### src/sv/cscs_pkg.sv
// Shared types, constants and helpers of the clocked serial command sender.
`timescale 1ns / 1ps
`default_nettype none

package cscs_pkg;

   // Fixed field and register widths
   localparam int CmdWidth       = 16;
   localparam int CountWidth     = 24;
   localparam int TickWidth      = 16;
   localparam int CsrAddrWidth   = 4;
   localparam int CsrDataWidth   = 32;
   localparam int QueueDepth     = 2;

   // Register reset values
   localparam logic [CountWidth-1:0] ResetTicksDefault   = 24'd4864000;
   localparam logic [TickWidth-1:0]  StartTicksDefault   = 16'd32000;
   localparam logic [TickWidth-1:0]  HalfPeriodDefault   = 16'd2000;
   localparam logic [TickWidth-1:0]  TimeoutTicksDefault = 16'd32000;

   // Register map, word index
   typedef enum logic [1:0] {
      REG_RESET_TICKS       = 2'd0,
      REG_START_TICKS       = 2'd1,
      REG_HALF_PERIOD_TICKS = 2'd2,
      REG_TIMEOUT_TICKS     = 2'd3
   } reg_index_type;

   // Item classification
   typedef enum logic [0:0] {
      ITEM_TICK = 1'b0,
      ITEM_SEND = 1'b1
   } item_kind_type;

   // Sequencer phases, one-hot
   typedef enum logic [5:0] {
      PH_RESET_WAIT = 6'b000001,
      PH_IDLE       = 6'b000010,
      PH_START      = 6'b000100,
      PH_CLOCK      = 6'b001000,
      PH_STOP       = 6'b010000,
      PH_TIMEOUT    = 6'b100000
   } phase_type;

   // Configuration as seen by the sequencer
   typedef struct packed {
      logic [CountWidth-1:0] reset_ticks;
      logic [TickWidth-1:0]  start_ticks;
      logic [TickWidth-1:0]  half_period_ticks;
      logic [TickWidth-1:0]  timeout_ticks;
      logic                  reset_ticks_wr;
   } cfg_type;

   // A zero interval counts as one tick
   function automatic logic [CountWidth-1:0] load_count(input logic [CountWidth-1:0] v);
      logic [CountWidth-1:0] r;
      r = (v == '0) ? CountWidth'(1) : v;
      return r;
   endfunction

endpackage

`default_nettype wire

### src/sv/cscs_csr.sv
// Configuration registers of the serial command sender behind an APB-style port.
`timescale 1ns / 1ps
`default_nettype none

module cscs_csr (
   input  wire logic                               clock,
   input  wire logic                               reset,
   input  wire logic                               psel,
   input  wire logic                               penable,
   input  wire logic                               pwrite,
   input  wire logic [cscs_pkg::CsrAddrWidth-1:0]  paddr,
   input  wire logic [cscs_pkg::CsrDataWidth-1:0]  pwdata,
   output logic      [cscs_pkg::CsrDataWidth-1:0]  prdata,
   output logic                                    pready,
   output cscs_pkg::cfg_type                       cfg
);

   logic [cscs_pkg::CountWidth-1:0] reset_ticks_ff, reset_ticks_in;
   logic [cscs_pkg::TickWidth-1:0]  start_ticks_ff, start_ticks_in;
   logic [cscs_pkg::TickWidth-1:0]  half_period_ff, half_period_in;
   logic [cscs_pkg::TickWidth-1:0]  timeout_ticks_ff, timeout_ticks_in;
   logic                            reset_wr;
   logic                            wr;
   cscs_pkg::reg_index_type         idx;

   assign pready = 1'b1;
   assign wr     = psel & penable & pwrite;
   assign idx    = cscs_pkg::reg_index_type'(paddr[3:2]);

   // Write decode
   always_comb begin
      reset_ticks_in   = reset_ticks_ff;
      start_ticks_in   = start_ticks_ff;
      half_period_in   = half_period_ff;
      timeout_ticks_in = timeout_ticks_ff;
      reset_wr         = 1'b0;
      if (wr) begin
         unique case (idx)
            cscs_pkg::REG_RESET_TICKS: begin
               reset_ticks_in = pwdata[cscs_pkg::CountWidth-1:0];
               reset_wr       = 1'b1;
            end
            cscs_pkg::REG_START_TICKS:       start_ticks_in   = pwdata[cscs_pkg::TickWidth-1:0];
            cscs_pkg::REG_HALF_PERIOD_TICKS: half_period_in   = pwdata[cscs_pkg::TickWidth-1:0];
            cscs_pkg::REG_TIMEOUT_TICKS:     timeout_ticks_in = pwdata[cscs_pkg::TickWidth-1:0];
            default: ;
         endcase
      end
   end

   always_ff @(posedge clock) begin
      if (reset) begin
         reset_ticks_ff   <= cscs_pkg::ResetTicksDefault;
         start_ticks_ff   <= cscs_pkg::StartTicksDefault;
         half_period_ff   <= cscs_pkg::HalfPeriodDefault;
         timeout_ticks_ff <= cscs_pkg::TimeoutTicksDefault;
      end else begin
         reset_ticks_ff   <= reset_ticks_in;
         start_ticks_ff   <= start_ticks_in;
         half_period_ff   <= half_period_in;
         timeout_ticks_ff <= timeout_ticks_in;
      end
   end

   // Read mux
   always_comb begin
      unique case (idx)
         cscs_pkg::REG_RESET_TICKS:       prdata = cscs_pkg::CsrDataWidth'(reset_ticks_ff);
         cscs_pkg::REG_START_TICKS:       prdata = cscs_pkg::CsrDataWidth'(start_ticks_ff);
         cscs_pkg::REG_HALF_PERIOD_TICKS: prdata = cscs_pkg::CsrDataWidth'(half_period_ff);
         cscs_pkg::REG_TIMEOUT_TICKS:     prdata = cscs_pkg::CsrDataWidth'(timeout_ticks_ff);
         default:                         prdata = '0;
      endcase
   end

   // The reload strobe carries the value that is being written
   always_comb begin
      cfg.reset_ticks       = reset_wr ? reset_ticks_in : reset_ticks_ff;
      cfg.start_ticks       = start_ticks_ff;
      cfg.half_period_ticks = half_period_ff;
      cfg.timeout_ticks     = timeout_ticks_ff;
      cfg.reset_ticks_wr    = reset_wr;
   end

endmodule

`default_nettype wire

### src/sv/cscs_front.sv
// Front end: takes request transactions, classifies them and stages them for the queue.
`timescale 1ns / 1ps
`default_nettype none

module cscs_front #(
   parameter int COMMAND_BITS = 16
) (
   input  wire logic                              clock,
   input  wire logic                              reset,
   input  wire logic                              req_valid,
   output logic                                   req_ready,
   input  wire logic                              req_op,
   input  wire logic [cscs_pkg::CmdWidth-1:0]     req_command,
   output logic                                   push_valid,
   input  wire logic                              push_ready,
   output logic      [COMMAND_BITS:0]             push_data
);

   logic                                     valid_ff, valid_in;
   cscs_pkg::item_kind_type                  kind_ff, kind_in;
   logic [COMMAND_BITS-1:0]                  word_ff, word_in;
   logic [cscs_pkg::CmdWidth+COMMAND_BITS-1:0] cmd_ext;
   logic                                     take;

   assign req_ready  = ~valid_ff | push_ready;
   assign take       = req_valid & req_ready;
   assign push_valid = valid_ff;
   assign push_data  = {kind_ff, word_ff};

   // Fit the command to the word length of the shifter
   assign cmd_ext = {{COMMAND_BITS{1'b0}}, req_command};

   always_comb begin
      valid_in = valid_ff;
      kind_in  = kind_ff;
      word_in  = word_ff;
      if (take) begin
         valid_in = 1'b1;
         kind_in  = req_op ? cscs_pkg::ITEM_SEND : cscs_pkg::ITEM_TICK;
         word_in  = cmd_ext[COMMAND_BITS-1:0];
      end else if (push_ready) begin
         valid_in = 1'b0;
      end
   end

   always_ff @(posedge clock) begin
      if (reset) begin
         valid_ff <= 1'b0;
      end else begin
         valid_ff <= valid_in;
      end
      kind_ff <= kind_in;
      word_ff <= word_in;
   end

endmodule

`default_nettype wire

### src/sv/cscs_queue.sv
// Short register queue between the front end and the sequencer.
`timescale 1ns / 1ps
`default_nettype none

module cscs_queue #(
   parameter int WIDTH = 17,
   parameter int DEPTH = 2
) (
   input  wire logic             clock,
   input  wire logic             reset,
   input  wire logic             push_valid,
   output logic                  push_ready,
   input  wire logic [WIDTH-1:0] push_data,
   output logic                  pop_valid,
   input  wire logic             pop_ready,
   output logic      [WIDTH-1:0] pop_data
);

   localparam int PtrWidth   = (DEPTH > 1) ? $clog2(DEPTH) : 1;
   localparam int CountWidth = $clog2(DEPTH + 1);

   logic [WIDTH-1:0]      entry_ff [DEPTH];
   logic [PtrWidth-1:0]   wr_ptr_ff, wr_ptr_in;
   logic [PtrWidth-1:0]   rd_ptr_ff, rd_ptr_in;
   logic [CountWidth-1:0] count_ff, count_in;
   logic                  push, pop;

   assign push_ready = (count_ff != CountWidth'(DEPTH));
   assign pop_valid  = (count_ff != '0);
   assign pop_data   = entry_ff[rd_ptr_ff];
   assign push       = push_valid & push_ready;
   assign pop        = pop_valid & pop_ready;

   // Pointer and fill bookkeeping
   always_comb begin
      wr_ptr_in = wr_ptr_ff;
      rd_ptr_in = rd_ptr_ff;
      count_in  = count_ff;
      if (push) begin
         wr_ptr_in = (wr_ptr_ff == PtrWidth'(DEPTH - 1)) ? '0 : wr_ptr_ff + 1'b1;
      end
      if (pop) begin
         rd_ptr_in = (rd_ptr_ff == PtrWidth'(DEPTH - 1)) ? '0 : rd_ptr_ff + 1'b1;
      end
      if (push && !pop) begin
         count_in = count_ff + 1'b1;
      end else if (pop && !push) begin
         count_in = count_ff - 1'b1;
      end
   end

   always_ff @(posedge clock) begin
      if (reset) begin
         wr_ptr_ff <= '0;
         rd_ptr_ff <= '0;
         count_ff  <= '0;
      end else begin
         wr_ptr_ff <= wr_ptr_in;
         rd_ptr_ff <= rd_ptr_in;
         count_ff  <= count_in;
      end
   end

   always_ff @(posedge clock) begin
      if (push) begin
         entry_ff[wr_ptr_ff] <= push_data;
      end
   end

   // Fill level never passes the depth
   a_count_bound: assert property (@(posedge clock) disable iff (reset)
      count_ff <= CountWidth'(DEPTH))
      else $error("queue fill level beyond depth");

endmodule

`default_nettype wire

### src/sv/cscs_back.sv
// Back end: the line sequencer that runs ticks and sends, with the result register.
`timescale 1ns / 1ps
`default_nettype none

module cscs_back #(
   parameter int COMMAND_BITS = 16
) (
   input  wire logic                    clock,
   input  wire logic                    reset,
   input  wire cscs_pkg::cfg_type       cfg,
   input  wire logic                    item_valid,
   output logic                         item_pop,
   input  wire logic [COMMAND_BITS:0]   item_data,
   output logic                         rsp_valid,
   input  wire logic                    rsp_ready,
   output logic                         rsp_clock_line,
   output logic                         rsp_data_line,
   output logic                         rsp_ready_res,
   output logic                         rsp_accepted
);

   localparam int BitIdxWidth = $clog2(COMMAND_BITS);
   localparam logic [BitIdxWidth-1:0] TopBit = BitIdxWidth'(COMMAND_BITS - 1);
   localparam int CW = cscs_pkg::CountWidth;

   cscs_pkg::phase_type     phase_ff, phase_in;
   logic [CW-1:0]           countdown_ff, countdown_in;
   logic [COMMAND_BITS-1:0] word_ff, word_in;
   logic [BitIdxWidth-1:0]  bit_index_ff, bit_index_in;
   logic                    high_phase_ff, high_phase_in;
   logic                    clock_level_ff, clock_level_in;
   logic                    data_level_ff, data_level_in;

   logic                    rsp_valid_ff, rsp_valid_in;
   logic                    rsp_clock_ff, rsp_data_ff, rsp_idle_ff, rsp_took_ff;
   logic                    took;

   cscs_pkg::item_kind_type kind;
   logic [COMMAND_BITS-1:0] item_word;
   logic [CW-1:0]           count_dec;
   logic [BitIdxWidth-1:0]  bit_dec;

   assign kind      = cscs_pkg::item_kind_type'(item_data[COMMAND_BITS]);
   assign item_word = item_data[COMMAND_BITS-1:0];
   assign item_pop  = item_valid & (~rsp_valid_ff | rsp_ready);
   assign count_dec = (countdown_ff == '0) ? '0 : countdown_ff - 1'b1;
   assign bit_dec   = (bit_index_ff != '0) ? bit_index_ff - 1'b1 : bit_index_ff;

   // Sequencer next state
   always_comb begin
      phase_in       = phase_ff;
      countdown_in   = countdown_ff;
      word_in        = word_ff;
      bit_index_in   = bit_index_ff;
      high_phase_in  = high_phase_ff;
      clock_level_in = clock_level_ff;
      data_level_in  = data_level_ff;
      took           = 1'b0;
      if (item_pop) begin
         if (kind == cscs_pkg::ITEM_SEND) begin
            // send is taken only while idle, otherwise dropped
            if (phase_ff == cscs_pkg::PH_IDLE) begin
               word_in        = item_word;
               bit_index_in   = TopBit;
               high_phase_in  = 1'b0;
               clock_level_in = 1'b0;
               data_level_in  = item_word[TopBit];
               countdown_in   = cscs_pkg::load_count(CW'(cfg.start_ticks));
               phase_in       = cscs_pkg::PH_START;
               took           = 1'b1;
            end
         end else if (phase_ff != cscs_pkg::PH_IDLE) begin
            countdown_in = count_dec;
            if (count_dec == '0) begin
               unique case (phase_ff)
                  cscs_pkg::PH_RESET_WAIT: phase_in = cscs_pkg::PH_IDLE;
                  cscs_pkg::PH_START: begin
                     countdown_in  = cscs_pkg::load_count(CW'(cfg.half_period_ticks));
                     bit_index_in  = TopBit;
                     high_phase_in = 1'b0;
                     phase_in      = cscs_pkg::PH_CLOCK;
                  end
                  cscs_pkg::PH_CLOCK: begin
                     countdown_in   = cscs_pkg::load_count(CW'(cfg.half_period_ticks));
                     clock_level_in = ~clock_level_ff;
                     high_phase_in  = ~high_phase_ff;
                     // falling edge: present the next lower bit
                     if (high_phase_ff) begin
                        bit_index_in  = bit_dec;
                        data_level_in = word_ff[bit_dec];
                        if (bit_dec == '0) begin
                           phase_in = cscs_pkg::PH_STOP;
                        end
                     end
                  end
                  cscs_pkg::PH_STOP: begin
                     clock_level_in = 1'b1;
                     countdown_in   = cscs_pkg::load_count(CW'(cfg.timeout_ticks));
                     phase_in       = cscs_pkg::PH_TIMEOUT;
                  end
                  default: phase_in = cscs_pkg::PH_IDLE;
               endcase
            end
         end
      end
      // new reset wait length restarts the wait
      if (cfg.reset_ticks_wr && phase_ff == cscs_pkg::PH_RESET_WAIT) begin
         countdown_in = cscs_pkg::load_count(cfg.reset_ticks);
      end
   end

   always_ff @(posedge clock) begin
      if (reset) begin
         phase_ff       <= cscs_pkg::PH_RESET_WAIT;
         countdown_ff   <= cscs_pkg::load_count(cscs_pkg::ResetTicksDefault);
         word_ff        <= '0;
         bit_index_ff   <= TopBit;
         high_phase_ff  <= 1'b0;
         clock_level_ff <= 1'b1;
         data_level_ff  <= 1'b1;
      end else begin
         phase_ff       <= phase_in;
         countdown_ff   <= countdown_in;
         word_ff        <= word_in;
         bit_index_ff   <= bit_index_in;
         high_phase_ff  <= high_phase_in;
         clock_level_ff <= clock_level_in;
         data_level_ff  <= data_level_in;
      end
   end

   // Result register
   always_comb begin
      rsp_valid_in = rsp_valid_ff;
      if (item_pop) begin
         rsp_valid_in = 1'b1;
      end else if (rsp_ready) begin
         rsp_valid_in = 1'b0;
      end
   end

   always_ff @(posedge clock) begin
      if (reset) begin
         rsp_valid_ff <= 1'b0;
      end else begin
         rsp_valid_ff <= rsp_valid_in;
      end
      if (item_pop) begin
         rsp_clock_ff <= clock_level_in;
         rsp_data_ff  <= data_level_in;
         rsp_idle_ff  <= (phase_in == cscs_pkg::PH_IDLE);
         rsp_took_ff  <= took;
      end
   end

   assign rsp_valid      = rsp_valid_ff;
   assign rsp_clock_line = rsp_clock_ff;
   assign rsp_data_line  = rsp_data_ff;
   assign rsp_ready_res  = rsp_idle_ff;
   assign rsp_accepted   = rsp_took_ff;

   // A taken send pulls the clock low and leaves idle
   a_take_starts: assert property (@(posedge clock) disable iff (reset)
      (rsp_valid_ff && rsp_took_ff) |-> (!rsp_idle_ff && !rsp_clock_ff))
      else $error("accepted send did not start a frame");

   // The clock line rests high whenever idle
   a_idle_clock_high: assert property (@(posedge clock) disable iff (reset)
      (phase_ff == cscs_pkg::PH_IDLE) |-> clock_level_ff)
      else $error("clock line low while idle");

   // Shifting leaves for stop as soon as bit 0 is out
   a_clock_bit_left: assert property (@(posedge clock) disable iff (reset)
      (phase_ff == cscs_pkg::PH_CLOCK) |-> (bit_index_ff != '0))
      else $error("clock phase with no bits left");

endmodule

`default_nettype wire

### src/sv/clocked_serial_command_sender.sv
// Top level of the two-wire clocked serial command sender.
//
//   Channel   Direction  Handshake             Payload
//   req_      in         req_valid/req_ready   req_op, req_command
//   rsp_      out        rsp_valid/rsp_ready   rsp_clock_line, rsp_data_line,
//                                              rsp_ready_res, rsp_accepted
//   csr_      in         APB-style, pready=1   reset/start/half period/timeout ticks
//
// One request transaction per clock sustained while rsp_ready stays high; each
// yields one response, registered in the front register, queue and result register.
// The sequencer updates its countdown and line state from each item it pops.
// Reset is synchronous; afterwards the sequencer waits reset_ticks tick items.
// Response stalls back up into a two-entry queue and then the front register.
`timescale 1ns / 1ps
`default_nettype none

module clocked_serial_command_sender #(
   parameter int COMMAND_BITS = 16
) (
   input  wire logic                                  clock,
   input  wire logic                                  reset,
   input  wire logic                                  req_valid,
   output logic                                       req_ready,
   input  wire logic                                  req_op,
   input  wire logic [cscs_pkg::CmdWidth-1:0]         req_command,
   output logic                                       rsp_valid,
   input  wire logic                                  rsp_ready,
   output logic                                       rsp_clock_line,
   output logic                                       rsp_data_line,
   output logic                                       rsp_ready_res,
   output logic                                       rsp_accepted,
   input  wire logic                                  csr_psel,
   input  wire logic                                  csr_penable,
   input  wire logic                                  csr_pwrite,
   input  wire logic [cscs_pkg::CsrAddrWidth-1:0]     csr_paddr,
   input  wire logic [cscs_pkg::CsrDataWidth-1:0]     csr_pwdata,
   output logic      [cscs_pkg::CsrDataWidth-1:0]     csr_prdata,
   output logic                                       csr_pready
);

   cscs_pkg::cfg_type       cfg;
   logic                    push_valid, push_ready;
   logic [COMMAND_BITS:0]   push_data;
   logic                    item_valid, item_pop;
   logic [COMMAND_BITS:0]   item_data;

   cscs_csr u_csr (
      .clock   (clock),
      .reset   (reset),
      .psel    (csr_psel),
      .penable (csr_penable),
      .pwrite  (csr_pwrite),
      .paddr   (csr_paddr),
      .pwdata  (csr_pwdata),
      .prdata  (csr_prdata),
      .pready  (csr_pready),
      .cfg     (cfg)
   );

   cscs_front #(.COMMAND_BITS(COMMAND_BITS)) u_front (
      .clock       (clock),
      .reset       (reset),
      .req_valid   (req_valid),
      .req_ready   (req_ready),
      .req_op      (req_op),
      .req_command (req_command),
      .push_valid  (push_valid),
      .push_ready  (push_ready),
      .push_data   (push_data)
   );

   cscs_queue #(.WIDTH(COMMAND_BITS + 1), .DEPTH(cscs_pkg::QueueDepth)) u_queue (
      .clock      (clock),
      .reset      (reset),
      .push_valid (push_valid),
      .push_ready (push_ready),
      .push_data  (push_data),
      .pop_valid  (item_valid),
      .pop_ready  (item_pop),
      .pop_data   (item_data)
   );

   cscs_back #(.COMMAND_BITS(COMMAND_BITS)) u_back (
      .clock          (clock),
      .reset          (reset),
      .cfg            (cfg),
      .item_valid     (item_valid),
      .item_pop       (item_pop),
      .item_data      (item_data),
      .rsp_valid      (rsp_valid),
      .rsp_ready      (rsp_ready),
      .rsp_clock_line (rsp_clock_line),
      .rsp_data_line  (rsp_data_line),
      .rsp_ready_res  (rsp_ready_res),
      .rsp_accepted   (rsp_accepted)
   );

endmodule

`default_nettype wire

### config.mk
export PLATFORM = sky130hd
export DESIGN_NAME = clocked_serial_command_sender
export DESIGN_NICKNAME = d
export VERILOG_FILES = /design/src/sv/cscs_pkg.sv /design/src/sv/cscs_csr.sv /design/src/sv/cscs_front.sv /design/src/sv/cscs_queue.sv /design/src/sv/cscs_back.sv /design/src/sv/clocked_serial_command_sender.sv
export SDC_FILE = /design/constraint.sdc
export NUM_CORES = 1
export LEC_CHECK = 0
export BUFFER_PORTS_ARGS = -buffer_cell sky130_fd_sc_hd__buf_2
export CORE_ASPECT_RATIO = 0.8
export CORE_UTILIZATION = 50
export CTS_CLUSTER_SIZE = 25
export DETAILED_ROUTE_END_ITERATION = 7
export GPL_TIMING_DRIVEN = 0
export HOLD_SLACK_MARGIN = 0.15
export PLACE_DENSITY_LB_ADDON = 0.3
export SYNTH_ARGS = -nofsm -noshare
export SYNTH_HDL_FRONTEND = slang
export SYNTH_SLANG_ARGS = --single-unit
### constraint.sdc
create_clock -name clock -period 3.92 [get_ports clock]
set_input_delay 0.196 -clock clock [delete_from_list [all_inputs] [get_ports clock]]
set_output_delay 0.196 -clock clock [all_outputs]
set_load 0.05 [all_outputs]
After elaboration in Yosys (flattened, before gate mapping)
Memories as Yosys holds them, arrays and structs flattened. A register that Yosys moved wholly into a read port is not among the register bits. Cells that the tools add are included.

Flip-flop bits (word level): 152. Bits in writable memories: 34. Input port bits: 60. Output and inout port bits: 39. Logic and storage cells: 154. Memories: 1.

Memory list: u_queue.entry_ff (words 2, bits a word 17, rd ports 1, clocked after memory_dff 1, write ports 1, line cscs_queue.sv:22) `logic [WIDTH-1:0] entry_ff [DEPTH];`.

Add/sub/neg operators: 6. Order comparisons: 1. Equal/unequal tests: 14. Multiplexer cells: 67. Bitwise operators: 12. Reductions and logical operators: 31.

Operators by type and width (count): 24-bit two-way mux (11); 32-bit one-hot mux with 4 select lines (1); 24-bit zero test (3); 16-bit zero test (3); 16-bit two-way mux (3); 24-bit one-hot mux with 2 select lines (1); 6-bit two-way mux (7); 1-bit two-way mux (31); 4-bit two-way mux (6); 24-bit by 1-bit subtractor with 24-bit output, second input constant (1); 6-bit one-hot mux with 3 select lines (1); 2-bit nonzero test (7); 6-bit by 2-bit == test with 1-bit output, second input constant (2); 4-bit one-hot mux with 2 select lines (1); 1-bit bitwise AND (6); 6-bit by 1-bit == test with 1-bit output, second input constant (1); 6-bit by 3-bit == test with 1-bit output, second input constant (1); 6-bit by 4-bit == test with 1-bit output, second input constant (1); 6-bit by 5-bit == test with 1-bit output, second input constant (1); 6-bit by 2-bit != test with 1-bit output, second input constant (1); 2-bit AND reduction (3); 3-bit AND reduction (2); 6-bit AND reduction (1); 3-bit nonzero test (2); other kinds (23) (34).

Longest topological paths before layout
Word-level depth: 11. Gate-level depth with buffers: 12. Mapped depth without buffers: 10.

Modules after synthesis
Synthesis repeated with hierarchy kept, for this count alone.

Cell total of the unflattened synthesis: 1040. Area total of the unflattened synthesis: 9907.0 um^2.

Modules (own cells, without submodules): cscs_back (times used 1, cells each 583, area an instance 4282.9 um^2, sequential area each 1201.2 um^2); cscs_csr (times used 1, cells each 357, area an instance 3603.5 um^2, sequential area each 1441.4 um^2); cscs_queue (times used 1, cells each 77, area an instance 1447.6 um^2, sequential area each 1121.1 um^2); cscs_front (times used 1, cells each 23, area an instance 573.0 um^2, sequential area each 530.5 um^2).

Least setup slack after synthesis
OpenSTA, ideal clock, no wires.

Path kind: flip-flop to flip-flop. From: register u_back.phase_ff[5]. To: register u_back.bit_index_ff[3]. Setup time: 122 ps. Arrival: 2767 ps. Required time: 3798 ps. Slack: 1031 ps. Stages on the path, launching flop included: 10. Buffers on the path: 1. Period minus slack after synthesis: 2889 ps. Cell sequence: dfxtp_1 or4b_2 or2_2 clkbuf_1 ha_1 nor3_1 nand4_1 nor4_1 a31oi_1 a311o_1.

Word-level cells in the longest chain between the ends: 5. Elaborated cells between the ends (all ways): 13. Those cells by class: eq/ne (6); mux (4); reduce/logical (3).

Ends and longest elaborated chain: start, declared (line cscs_back.sv:26) `cscs_pkg::phase_type phase_ff, phase_in;`; start signal, assigned (line cscs_back.sv:114) `phase_ff <= cscs_pkg::PH_RESET_WAIT;`; start signal, assigned (line cscs_back.sv:122) `phase_ff <= phase_in;`; 6-bit by 4-bit == test with 1-bit output / 6-bit by 3-bit == test with 1-bit output (equally long branches) (line cscs_back.sv:75) `unique case (phase_ff)`; 4-bit one-hot mux with 2 select lines (line cscs_back.sv:75); 4-bit two-way mux (line cscs_back.sv:74) `if (count_dec == '0) begin`; 4-bit two-way mux (line cscs_back.sv:72) `end else if (phase_ff != cscs_pkg::PH_IDLE) begin`; 4-bit two-way mux (line cscs_back.sv:60) `if (kind == cscs_pkg::ITEM_SEND) begin`; end signal, assigned (line cscs_back.sv:117) `bit_index_ff <= TopBit;`; end signal, assigned (line cscs_back.sv:125) `bit_index_ff <= bit_index_in;`; end, declared (line cscs_back.sv:29) `logic [BitIdxWidth-1:0] bit_index_ff, bit_index_in;`.

Parallel ways exist; a longest one is shown, timed or not. The select of a mux whose other input is x is not followed. A chain may end at the register's enable or synchronous reset.

Worst setup path in the final report
From: register u_back.countdown_ff[0]. To: register u_back.countdown_ff[10].

Word-level cells in the longest chain between the ends: 8. Elaborated cells between the ends (all ways): 10. Those cells by class: add/sub (1); mux (7); reduce/logical (2).

Ends and longest elaborated chain: start, declared (line cscs_back.sv:27) `logic [CW-1:0] countdown_ff, countdown_in;`; start signal, assigned (line cscs_back.sv:115) `countdown_ff <= cscs_pkg::load_count(cscs_pkg::ResetTicksDefault);`; start signal, assigned (line cscs_back.sv:123) `countdown_ff <= countdown_in;`; 24-bit by 1-bit subtractor with 24-bit output / 24-bit zero test (equally long branches) (line cscs_back.sv:46) `assign count_dec = (countdown_ff == '0) ? '0 : countdown_ff - 1'b1;`; 24-bit two-way mux (*) (line cscs_back.sv:46); 24-bit zero test / 24-bit one-hot mux with 2 select lines (equally long branches) (line cscs_back.sv:74, cscs_back.sv:75); 24-bit two-way mux (*) (line cscs_back.sv:74); 24-bit two-way mux (*) (line cscs_back.sv:72); 24-bit two-way mux (*) (line cscs_back.sv:60); 24-bit two-way mux (*) (line cscs_back.sv:59) `if (item_pop) begin`; 24-bit two-way mux (*) (line cscs_back.sv:107) `if (cfg.reset_ticks_wr && phase_ff == cscs_pkg::PH_RESET_WAIT) begin`.

Mark *: on every way between the ends. The rest lies on a longest branch, timed or not. The select of a mux whose other input is x is not followed.

==> flow_summary.yaml <==
run_status:
  outcome: "finished, final reports clean"
floorplan:
  chipWidth_um: 156
  dieArea_sq_mm: 0.0196
  die_y_um: 126
  core_area_sq_mm: 0.0184
  num_rows: 44
  start_util_pct: 51.8
  num_io_pins: 99
worst_setup_path:
  path_class: "reg -> reg"
  startpoint_type: "register"
  cp.required_ns: 4.25
  crit_fanout: 10
  cp_data_arrival_time_ns: 3.97
  end_kind: "register"
pwr:
  power.leakage_nw: 4.15
  peakVddDrop_uv: 363
  power_per_cell_area_mw_per_mm2: 509
clocking:
  cts_resized: 0
  postCtsHoldBufs: 43
  cts_setup_buffers: 0
  cts_root_buf: "clkbuf_16"
  clock_path_buffers: 2
  cts_tree: "done"
  cts-htree-levels: 4
  cts_buffers: 17
  worstSkewPairLatency_ns: 0.45
  cts.sinks: 187
  clk_pin_slew_ns: 0.09
global_routing:
  antenna_found_initial: 0
  gr-total-overflow: 0
  grt_pass1_wl_mm: 49.1
  grt_pass1_vias: 8495
  grt_max_degree: 24
  track_usage_pct: 33.7
synth:
  seq_area_frac_synth_pct: 45.0
  ys_types: 89
  yosysWarnings: 0
  ys_ff_latch: 187
  syn-cell-area_sq_mm: 0.00953
  netlist_top_cells_area: "dfxtp_1 (28%), edfxtp_1 (17%), nand2_1 (6.4%)"
  netlist_top_cells_count: "nand2_1 (162), dfxtp_1 (132), nor2_1 (83), a21oi_1 (76)"
  async_reset_ff_share_pct: 0
  synth_ff_type: "dfxtp_1"
  yosysMostFrequentCell: "nand2_1"
  synth_top_area_share_pct: 27.7
  syn_inst: 1041
  synth_edf_count: 55
  syn_avg_cell_area_sq_um: 9.16
  yosysTopAreaCell: "dfxtp_1"
route:
  vias: 9267
  drt_pre_antenna_iters: 6
  avgViaCountPerCell: 6.37
  drtIter0Drc: 1272
  drc: 0
  drt_wl_total_mm: 32.9
  wl_per_cell_um: 22.6
  antenna_left: 0
run:
  maxCapViolations: 0
placement:
  post-place-ws_ns: 0.405
  gp_congestion: 1.04
  placement.io_buffers: 79
  dp_cells: 1380
  hpwlAfterDp_mm: 23.0
timing:
  finalSetupTns_ns: 0
  tightest_slew_ns: 1.18
  fmax_mhz: 275
  finalHoldViolCount: 0
  rsz0062_at_grt: "no"
  period_share_pct: 92.9
  setup_violations: 0
  fin_ws_ns: 0.278
  slew_violations: 0
  layout_min_cycle_time_ns: 3.64
  relSlewSlack_pct: 20.5
  skew_ns: 0.0149
  holdWs_ns: 0.266
finish:
  diodes: 0
  final_cell_count_no_fill: 1455
  fillerInstances: 1593
  final_util_pct: 61.6
  area_delta_synth_final_pct: 18.9
  drive_gt1_share_pct: 15.1
  nets: 1255
hold_path:
  min_path_type: "in -> reg"
## placed cells by master, fill, tap and decap left out, types with 21 or more instances in the layout
master,instances
a211oi_1,21
a21oi_1,76
buf_2,84
clkbuf_1,55
dfxtp_1,132
dlygate4sd3_1,43
edfxtp_1,55
mux2i_1,34
nand2_1,162
nand3_1,32
nor2_1,82
nor3_1,25
nor4_1,31
o21ai_0,39
## power breakdown
part | switching (W) | total [W] | internal, W | leakage, nW
Combinational | 0.00110 | 0.00166 | 0.000556 | 2.26
Sequential | 0.000111 | 0.00226 | 0.00215 | 1.58
Clock | 0.000959 | 0.00186 | 0.000900 | 0.306
Total | 0.00217 | 0.00577 | 0.00360 | 4.15
## path summary, 6_finish.rpt
path | start | to | slack, ns | depth (start not counted)
min | reset | u_back.high_phase_ff | 0.27 | 3
min reg2reg | u_front.word_ff[10] | u_queue.entry_ff[1][10] | 0.45 | 0
max | u_back.countdown_ff[0] | u_back.countdown_ff[10] | 0.28 | 10
max reg2reg | u_back.countdown_ff[0] | u_back.countdown_ff[10] | 0.28 | 10
## worst max-delay path, cell delays in order, from the launching register on
cell and delay (ns):
dfxtp_1 0.38, inv_1 0.15, ha_1 0.16, clkbuf_1 0.32, nand4_2 0.38, nor4_2 1.09, o31ai_1 0.29, a21oi_1 0.19
o22ai_1 0.11, a31oi_1 0.36, nor2_1 0.09
## registers in the layout, summed over array words and instances, names as in the netlist, 2 cells and up, named ones only
signal                  flops
u_back.word_ff             16
u_queue.count_ff            2
u_csr.reset_ticks_ff       24
u_csr.half_period_ff       16
u_queue.entry_ff           34
u_back.bit_index_ff         4
u_back.countdown_ff        24
u_back.phase_ff             6
u_front.word_ff            16
u_csr.timeout_ticks_ff     16
u_csr.start_ticks_ff       16
## layout make-up
class / count / area, sq um / area share, %
sequential: 187 / 4290 / 37.9
multi-input combinational: 760 / 4780 / 42.2
buffer: 84 / 423 / 3.73
timing repair buffer: 122 / 826 / 7.28
clock inverter: 15 / 206 / 1.82
inverter: 17 / 63.8 / 0.563
tap: 253 / 317 / 2.79
clock buffer: 17 / 425 / 3.75
## kinds of logic (layout without fill, tap and decap cells)
kind of cell	Yosys count	in the layout	synth area share, %
simple gates	428	428	22.3
compound gates	248	248	17.5
flops	187	187	45.0
buf+inv	101	255	5.11
mux	51	51	7.47
xor+xnor	18	18	1.65
fa+ha+maj	6	6	0.787
other cells	2	9	0.0788
## layer usage
metal,share of wire (%),track usage (%)
met4,2.7,10.4
met3,16,13.6
met1,41,47.9
met2,40,46.3
met5,0,0
## per-stage QoR
| step | instance area [sq um] | total power [W] |
|---|---|---|
| 2_1_floorplan | 9560 | 0.00340 |
| 3_3_place_gp | 10300 | 0.00383 |
| 3_5_place_dp | 10300 | 0.00384 |
| 4_1_cts | 11300 | 0.00569 |
| 5_1_grt | 11300 | 0.00596 |
| 6_report | 11300 | 0.00577 |
Note: power is estimated with default switching activity, not from simulation.
